### config.mk
export PLATFORM = sky130hd
export DESIGN_NAME = environment_climate_controller
export DESIGN_NICKNAME = d
export VERILOG_FILES = /design/src/design/ecc_pkg.sv /design/src/design/ecc_calc.sv /design/src/design/environment_climate_controller.sv
export VERILOG_INCLUDE_DIRS = /design/src /design/src/design
export SDC_FILE = /design/constraint.sdc
export NUM_CORES = 1
export LEC_CHECK = 0
export ABC_CLOCK_PERIOD_IN_PS = 14600
export BUFFER_PORTS_ARGS = -buffer_cell sky130_fd_sc_hd__buf_4
export CAP_MARGIN = 25
export CORE_ASPECT_RATIO = 0.7
export CORE_UTILIZATION = 26
export DETAILED_ROUTE_END_ITERATION = 6
export PLACE_DENSITY = 0.53
export SETUP_SLACK_MARGIN = 0.15
export SYNTH_ARGS = -nofsm -noshare
export SYNTH_HDL_FRONTEND = slang
export SYNTH_HIERARCHICAL = 1
export SYNTH_SLANG_ARGS = --single-unit
### constraint.sdc
create_clock -name clk -period 14.6 [get_ports clk]
set_clock_uncertainty 0.15 [all_clocks]
set_input_delay 2.19 -clock clk [delete_from_list [all_inputs] [get_ports clk]]
set_output_delay 2.19 -clock clk [all_outputs]
set_load 0.005 [all_outputs]
### src/design/environment_climate_controller_defines.svh
// Assertion macros for the environment climate controller.
// Needs a clock named clk and a synchronous reset named rst in the including module.
`ifndef ENVIRONMENT_CLIMATE_CONTROLLER_DEFINES_SVH
`define ENVIRONMENT_CLIMATE_CONTROLLER_DEFINES_SVH

// Same-cycle implication, off during reset
`define ECC_ASSERT_NOW(label, ante, cons, msg) \
  label: assert property (@(posedge clk) disable iff (rst) (ante) |-> (cons)) \
    else $error(msg);

// Next-cycle implication, off during reset
`define ECC_ASSERT_NEXT(label, ante, cons, msg) \
  label: assert property (@(posedge clk) disable iff (rst) (ante) |=> (cons)) \
    else $error(msg);

`endif

### src/design/ecc_pkg.sv
// Shared types, register codes and constants for the environment climate controller.
// No dependencies.
package ecc_pkg;

  localparam int unsigned CfgIdxW = 3;

  // Configuration register indexes
  localparam logic [CfgIdxW-1:0] REG_HEAT_ON_BELOW   = 3'd0;
  localparam logic [CfgIdxW-1:0] REG_HEAT_OFF_ABOVE  = 3'd1;
  localparam logic [CfgIdxW-1:0] REG_GAS_LIMIT       = 3'd2;
  localparam logic [CfgIdxW-1:0] REG_GAS_DELAY_TICKS = 3'd3;
  localparam logic [CfgIdxW-1:0] REG_LIGHT_STEP      = 3'd4;
  localparam logic [CfgIdxW-1:0] REG_HUM_RAMP_START  = 3'd5;
  localparam logic [CfgIdxW-1:0] REG_HUM_FULL        = 3'd6;

  // Reset values of the configuration registers
  localparam logic [8:0] HEAT_ON_BELOW_RST   = 9'd35;
  localparam logic [8:0] HEAT_OFF_ABOVE_RST  = 9'd37;
  localparam logic [9:0] GAS_LIMIT_RST       = 10'd400;
  localparam logic [7:0] GAS_DELAY_TICKS_RST = 8'd15;
  localparam logic [7:0] LIGHT_STEP_RST      = 8'd200;
  localparam logic [6:0] HUM_RAMP_START_RST  = 7'd44;
  localparam logic [6:0] HUM_FULL_RST        = 7'd47;

  // t*500/1023 as t * (500*ceil(2^29/1023)) >> 29, exact for 10-bit t
  localparam int unsigned DegShift = 29;
  localparam logic [27:0] DEG_MULT = 28'd262400500;

  localparam logic [6:0]  HUM_SCALE     = 7'd100;
  localparam logic [16:0] HUM_DIV       = 17'd65535;
  localparam logic [15:0] HUM_RAW_FULL  = 16'hFFFF;
  localparam logic [6:0]  HUM_DEFAULT   = 7'd40;
  localparam logic [8:0]  RAMP_STEP     = 9'd341;
  localparam logic [9:0]  DUTY_FULL     = 10'd1023;

  typedef struct packed {
    logic [8:0] heat_on_below;
    logic [8:0] heat_off_above;
    logic [9:0] gas_limit;
    logic [7:0] gas_delay_ticks;
    logic [7:0] light_step;
    logic [6:0] hum_ramp_start;
    logic [6:0] hum_full;
  } cfg_t;

  typedef struct packed {
    logic [8:0] temp_degrees;
    logic [6:0] hum_percent;
    logic [3:0] light_bars;
    logic [9:0] hum_duty;
    logic       air_bad;
  } calc_t;

endpackage

### src/design/ecc_calc.sv
// Stateless per-tick conversions: degrees, humidity percent, light bars, humidity fan duty.
// Depends on ecc_pkg.
module ecc_calc (
  input  logic [9:0]     temp_sample,
  input  logic [9:0]     light_sample,
  input  logic [9:0]     gas_sample,
  input  logic [15:0]    hum_raw,
  input  ecc_pkg::cfg_t  cfg,
  output ecc_pkg::calc_t res
);

  logic [37:0] deg_prod;
  logic [22:0] hum_prod;
  logic [6:0]  hum_q0;
  logic [16:0] hum_rem;
  logic [6:0]  pct;
  logic [9:0]  step1;
  logic [9:0]  step2;
  logic [9:0]  step3;
  logic [9:0]  step4;
  logic [6:0]  ramp_diff;
  logic [15:0] ramp_prod;

  assign deg_prod = 38'(temp_sample) * 38'(ecc_pkg::DEG_MULT);

  // h*100/65535: take the /65536 quotient, then correct once on the remainder
  assign hum_prod = 23'(hum_raw) * 23'(ecc_pkg::HUM_SCALE);
  assign hum_q0   = hum_prod[22:16];
  assign hum_rem  = 17'(hum_prod[15:0]) + 17'(hum_q0);

  always_comb begin
    if (hum_raw == '0 || hum_raw == ecc_pkg::HUM_RAW_FULL) begin
      pct = ecc_pkg::HUM_DEFAULT;
    end else if (hum_rem >= ecc_pkg::HUM_DIV) begin
      pct = hum_q0 + 7'd1;
    end else begin
      pct = hum_q0;
    end
  end

  assign step1 = 10'(cfg.light_step);
  assign step2 = {1'b0, cfg.light_step, 1'b0};
  assign step3 = step2 + step1;
  assign step4 = {cfg.light_step, 2'b00};

  assign ramp_diff = pct - cfg.hum_ramp_start;
  assign ramp_prod = 16'(ramp_diff) * 16'(ecc_pkg::RAMP_STEP);

  always_comb begin
    res.temp_degrees  = deg_prod[ecc_pkg::DegShift +: 9];
    res.hum_percent   = pct;
    res.light_bars[3] = light_sample < step1;
    res.light_bars[2] = light_sample < step2;
    res.light_bars[1] = light_sample < step3;
    res.light_bars[0] = light_sample < step4;
    res.air_bad       = gas_sample > cfg.gas_limit;
    priority if (pct > cfg.hum_full) begin
      res.hum_duty = ecc_pkg::DUTY_FULL;
    end else if (pct > cfg.hum_ramp_start) begin
      res.hum_duty = (ramp_prod > 16'(ecc_pkg::DUTY_FULL)) ? ecc_pkg::DUTY_FULL
                                                            : ramp_prod[9:0];
    end else begin
      res.hum_duty = '0;
    end
  end

endmodule

### src/design/environment_climate_controller.sv
// Top level of the environment climate controller: config registers, input and result
// registers, and tick state. Depends on ecc_pkg, ecc_calc and the defines header.
//
//  channel | signals                               | direction
//  in      | in_valid, in_stall, four sample ports | sensor tick into the block
//  out     | out_valid, out_stall, eight result    | one result item per tick
//  cfg     | cfg_valid, cfg_ready, cfg_index/data  | register writes, always ready
//
// One item per cycle while out_stall is low; an accepted item passes through the input register
// and then the result register. The path from input register to result register holds the
// constant multiplies for degrees and humidity, the fan ramp multiply and the compares.
// Reset restores the register defaults and clears heater, gas count, alarm and blink.
// out_stall holds the result register; in_stall rises only while both registers are full
// and the result is stalled.
`include "environment_climate_controller_defines.svh"

module environment_climate_controller (
  input  logic        clk,
  input  logic        rst,
  input  logic        in_valid,
  output logic        in_stall,
  input  logic [9:0]  temp_sample,
  input  logic [9:0]  light_sample,
  input  logic [9:0]  gas_sample,
  input  logic [15:0] hum_raw,
  output logic        out_valid,
  input  logic        out_stall,
  output logic        heater_on,
  output logic [3:0]  light_bars,
  output logic [9:0]  fan_duty,
  output logic        air_bad,
  output logic        alarm_active,
  output logic        alarm_led,
  output logic [8:0]  temp_degrees,
  output logic [6:0]  hum_percent,
  input  logic        cfg_valid,
  output logic        cfg_ready,
  input  logic [ecc_pkg::CfgIdxW-1:0] cfg_index,
  input  logic [9:0]  cfg_data
);

  ecc_pkg::cfg_t  cfg;
  ecc_pkg::calc_t calc;

  logic        stage_valid;
  logic [9:0]  stage_temp;
  logic [9:0]  stage_light;
  logic [9:0]  stage_gas;
  logic [15:0] stage_hum;

  logic        heater_state;
  logic [7:0]  gas_count;
  logic        alarm_flag;
  logic        blink_phase;

  logic        heater_state_next;
  logic [7:0]  gas_count_next;
  logic        alarm_flag_next;

  logic        in_take;
  logic        advance;

  assign cfg_ready = 1'b1;
  assign advance   = !out_valid || !out_stall;
  assign in_stall  = stage_valid && !advance;
  assign in_take   = in_valid && !in_stall;

  always_ff @(posedge clk) begin
    if (rst) begin
      cfg.heat_on_below   <= ecc_pkg::HEAT_ON_BELOW_RST;
      cfg.heat_off_above  <= ecc_pkg::HEAT_OFF_ABOVE_RST;
      cfg.gas_limit       <= ecc_pkg::GAS_LIMIT_RST;
      cfg.gas_delay_ticks <= ecc_pkg::GAS_DELAY_TICKS_RST;
      cfg.light_step      <= ecc_pkg::LIGHT_STEP_RST;
      cfg.hum_ramp_start  <= ecc_pkg::HUM_RAMP_START_RST;
      cfg.hum_full        <= ecc_pkg::HUM_FULL_RST;
    end else if (cfg_valid && cfg_ready) begin
      unique case (cfg_index)
        ecc_pkg::REG_HEAT_ON_BELOW:   cfg.heat_on_below   <= cfg_data[8:0];
        ecc_pkg::REG_HEAT_OFF_ABOVE:  cfg.heat_off_above  <= cfg_data[8:0];
        ecc_pkg::REG_GAS_LIMIT:       cfg.gas_limit       <= cfg_data;
        ecc_pkg::REG_GAS_DELAY_TICKS: cfg.gas_delay_ticks <= cfg_data[7:0];
        ecc_pkg::REG_LIGHT_STEP:      cfg.light_step      <= cfg_data[7:0];
        ecc_pkg::REG_HUM_RAMP_START:  cfg.hum_ramp_start  <= cfg_data[6:0];
        ecc_pkg::REG_HUM_FULL:        cfg.hum_full        <= cfg_data[6:0];
        default: ;
      endcase
    end
  end

  // Input register
  always_ff @(posedge clk) begin
    if (rst) begin
      stage_valid <= 1'b0;
    end else if (in_take) begin
      stage_valid <= 1'b1;
    end else if (advance) begin
      stage_valid <= 1'b0;
    end
  end

  always_ff @(posedge clk) begin
    if (in_take) begin
      stage_temp  <= temp_sample;
      stage_light <= light_sample;
      stage_gas   <= gas_sample;
      stage_hum   <= hum_raw;
    end
  end

  ecc_calc u_calc (
    .temp_sample  (stage_temp),
    .light_sample (stage_light),
    .gas_sample   (stage_gas),
    .hum_raw      (stage_hum),
    .cfg          (cfg),
    .res          (calc)
  );

  always_comb begin
    priority if (calc.temp_degrees < cfg.heat_on_below) begin
      heater_state_next = 1'b1;
    end else if (calc.temp_degrees > cfg.heat_off_above) begin
      heater_state_next = 1'b0;
    end else begin
      heater_state_next = heater_state;
    end

    gas_count_next  = gas_count;
    alarm_flag_next = alarm_flag;
    if (calc.air_bad) begin
      if (gas_count < cfg.gas_delay_ticks) begin
        gas_count_next = gas_count + 8'd1;
      end else begin
        alarm_flag_next = 1'b1;
      end
    end else begin
      gas_count_next  = '0;
      alarm_flag_next = 1'b0;
    end
  end

  // Tick state advances when the staged item moves into the result register
  always_ff @(posedge clk) begin
    if (rst) begin
      heater_state <= 1'b0;
      gas_count    <= '0;
      alarm_flag   <= 1'b0;
      blink_phase  <= 1'b0;
      out_valid    <= 1'b0;
    end else if (advance) begin
      out_valid <= stage_valid;
      if (stage_valid) begin
        heater_state <= heater_state_next;
        gas_count    <= gas_count_next;
        alarm_flag   <= alarm_flag_next;
        blink_phase  <= !blink_phase;
      end
    end
  end

  always_ff @(posedge clk) begin
    if (advance && stage_valid) begin
      heater_on    <= heater_state_next;
      light_bars   <= calc.light_bars;
      fan_duty     <= calc.air_bad ? ecc_pkg::DUTY_FULL : calc.hum_duty;
      air_bad      <= calc.air_bad;
      alarm_active <= alarm_flag_next;
      alarm_led    <= alarm_flag_next && blink_phase;
      temp_degrees <= calc.temp_degrees;
      hum_percent  <= calc.hum_percent;
    end
  end

  `ECC_ASSERT_NOW(a_alarm_bad_air, out_valid && alarm_active, air_bad, "alarm on good air")
  `ECC_ASSERT_NOW(a_led_alarm, out_valid && alarm_led, alarm_active, "lamp lit, alarm off")
  `ECC_ASSERT_NOW(a_fan_full, out_valid && air_bad, fan_duty == ecc_pkg::DUTY_FULL, "fan low")
  `ECC_ASSERT_NEXT(a_blink, advance && stage_valid, blink_phase != $past(blink_phase), "no blink")

endmodule

==> impl_metrics.py <==
metrics = {
    "timing": {
        "slew_viol_final": 0,
        "rsz0062_at_grt": "false",
        "fin_crit_sh_pct": 81.4,
        "fin_crit_ns": 11.89,
        "tightest_slew_ns": 0.970,
        "finalSetupTns_ns": 0,
        "clock.fmax_mhz": 84.1,
        "max_slew_margin_pct": 35.3,
        "setup_viol": 0,
        "final_hold_viol_count": 0,
    },
    "drt": {
        "drtIter0Drc": 577,
        "drc": 0,
        "vias": 10200,
        "drt_pass1_iterations": 5,
        "routed_wl_mm": 34.7,
        "vias_per_cell": 4.58,
        "wl_per_cell_um": 15.5,
        "ant_nets": 0,
    },
    "critical_path": {
        "crit_required_ns": 14.65,
        "cp_common_cell": "ha_1",
        "cp-start-kind": "flop",
        "crit_slowest_cell": "fa_1",
        "endpoint_kind": "flop",
        "crit_type": "reg2reg",
        "arrival_ns": 11.94,
        "worstPathMaxFanout": 10,
        "critical_path.max_stage_delay_ns": 0.53,
        "ff2ff_setup_slack_ns": 2.71,
    },
    "min_path": {
        "hold_class": "reg2reg",
    },
    "clock_network": {
        "cts_setup_buffers": 0,
        "clockBufferDepth": 2,
        "cts_tree": "built",
        "htreeDepth": 4,
        "cts_root_buffer": "clkbuf_16",
        "cts-resized-gates": 0,
        "clk_latency_ns": 0.45,
        "cts_hold_buf": 0,
        "clock_sinks": 151,
        "cts_buffers": 17,
        "clk_pin_slew_ns": 0.07,
    },
    "floorplan": {
        "start_util_pct": 26.5,
        "die_w_um": 278,
        "dieArea_um2": 54400,
        "core_area_um2": 52500,
        "die_h_um": 195,
        "io_pins": 101,
        "std_cell_rows": 70,
    },
    "synthesis": {
        "synth_seq_cells": 151,
        "synthArstFlopShare_pct": 0,
        "synth-compound-area-share_pct": 13.0,
        "synthAdderAreaFrac_pct": 36.9,
        "muxShareOfSynthArea_pct": 0.667,
        "synth-xor-area-share_pct": 2.65,
        "syn-num-nets": 1852,
        "ys_dominant_reg_cell": "edfxtp_1",
        "syn_area_um2": 13900,
        "yosysSeqAreaShare_pct": 27.5,
        "postSynthAreaPerCell_um2": 9.72,
        "synthSimpleGateAreaFrac_pct": 12.6,
        "yosysUniqueCellTypes": 72,
        "yosysWarnings": 6,
        "syn_inst": 1429,
        "synth_top_family_by_area": "adder cells",
        "synth_edf_count": 80,
    },
    "outcome": {
        "outcome": "completed",
    },
    "place": {
        "portBuffers": 99,
        "dpl.hpwl_mm": 28.1,
        "gp_congestion": 0.877,
    },
    "finish": {
        "finalNetCount": 1957,
        "layout_common_cells": "275 x ha_1, 225 x inv_1, 121 x nand2_1",
        "final_common_cell": "ha_1",
        "drive_above_1_share_pct": 10.3,
        "syn_to_final_growth_pct": 15.5,
    },
    "job": {
        "drv_cap": 0,
    },
    "grt": {
        "grt_overflow": 0,
        "grt_max_degree": 75,
        "grt_pass1_wl_mm": 55.3,
        "grt_pass1_vias": 10100,
        "grt_antenna_before_repair": 6,
        "grtUsageTotal_pct": 13.1,
    },
}
routing by layer:
| layer | routed length [um] | GRT usage (%) |
|---|---|---|
| met1 | 18700 | 19.8 |
| met4 | 615 | 4.13 |
| met3 | 1790 | 3.04 |
| met5 | 35 | 0 |
| met2 | 13600 | 18.1 |
path summary, 6_finish.rpt:
kind	startpoint	to	depth (start not counted)
hold / removal	cfg[26]	cfg[26]	2
hold reg to reg	cfg[26]	cfg[26]	2
setup / recovery	stage_hum[2]	fan_duty[9]	49
setup reg to reg	stage_hum[2]	fan_duty[9]	49
flip-flops by register name (all words and copies together) (netlist names), 4 cells and up:
name / count
gas_count: 8
stage_hum: 16
stage_gas: 10
stage_temp: 10
stage_light: 10
fan_duty: 10
hum_percent: 7
temp_degrees: 9
cfg: 58
light_bars: 4
Yosys cell counts, types with 6 or more instances:
library cell | instances | area (um2)
fa_1 | 84 | 1680
nand2b_1 | 20 | 125
or2_1 | 9 | 56.3
a211oi_1 | 6 | 45.0
a31oi_1 | 14 | 87.6
nor2b_1 | 22 | 138
a21o_1 | 34 | 255
edfxtp_1 | 80 | 2400
o211ai_1 | 8 | 60.1
mux2i_1 | 7 | 70.1
nand4_1 | 20 | 125
nand3b_1 | 20 | 150
inv_1 | 225 | 845
nand2_1 | 121 | 454
o21ai_0 | 28 | 140
a211o_1 | 11 | 96.3
o21a_1 | 20 | 150
and3_1 | 6 | 37.5
or4_1 | 8 | 60.1
o21bai_1 | 11 | 82.6
ha_1 | 275 | 3440
dfxtp_1 | 71 | 1420
nand3_1 | 22 | 110
or3_1 | 6 | 37.5
xnor2_1 | 27 | 236
clkbuf_1 | 16 | 60.1
nor2_1 | 58 | 218
xor2_1 | 15 | 131
a21oi_1 | 95 | 475
nor3_1 | 13 | 65.1
layout make-up:
class,instances,area [um2]
diodes,3,7.51
clock buffers,22,497
clock inverters,10,63.8
fillers,5456,36400
inverters,226,848
multi-input cells,1032,9150
flip-flops and latches,151,3820
well taps,684,856
repair buffers,106,793
stage by stage:
| step | std cells | util [%] | setup WS (ns) | instance area, um2 | hold slack, ns |
|---|---|---|---|---|---|
| 3_5_place_dp | 2198 | 29.5 | 2.84 | 15500 | 0.301 |
| 2_1_floorplan | 1429 | - | 4.03 | 13900 | 0.286 |
| 4_1_cts | 2230 | 30.5 | 2.77 | 16000 | 0.309 |
| 5_1_grt | 2232 | 30.6 | 1.85 | 16000 | 0.334 |
| 6_report | 2234 | 30.6 | 2.71 | 16000 | 0.309 |
| 3_3_place_gp | 2197 | 29.5 | 3.21 | 15500 | 0.295 |
worst max-delay path: cells and delay by family, from the launching register on:
kind                     cells  cell delay, ns
adder cells (fa/ha/maj)     13            4.61
AO/OA/AOI/OAI               19            3.62
AND/OR/NAND/NOR              6            1.23
XOR/XNOR                     4            0.86
buffers and inverters        6            0.49
flip-flops                   1            0.43
multiplexers                 1            0.23
cells by family after synthesis:
family          after synthesis
xor+xnor                     42
fa+ha+maj                   359
flops                       151
simple gates                348
mux                           9
compound gates              273
buf+inv                     246
other cells                   1
Power is not shown: default switching activity piles up to over one toggle a cycle in this logic, so the estimate is an artifact.
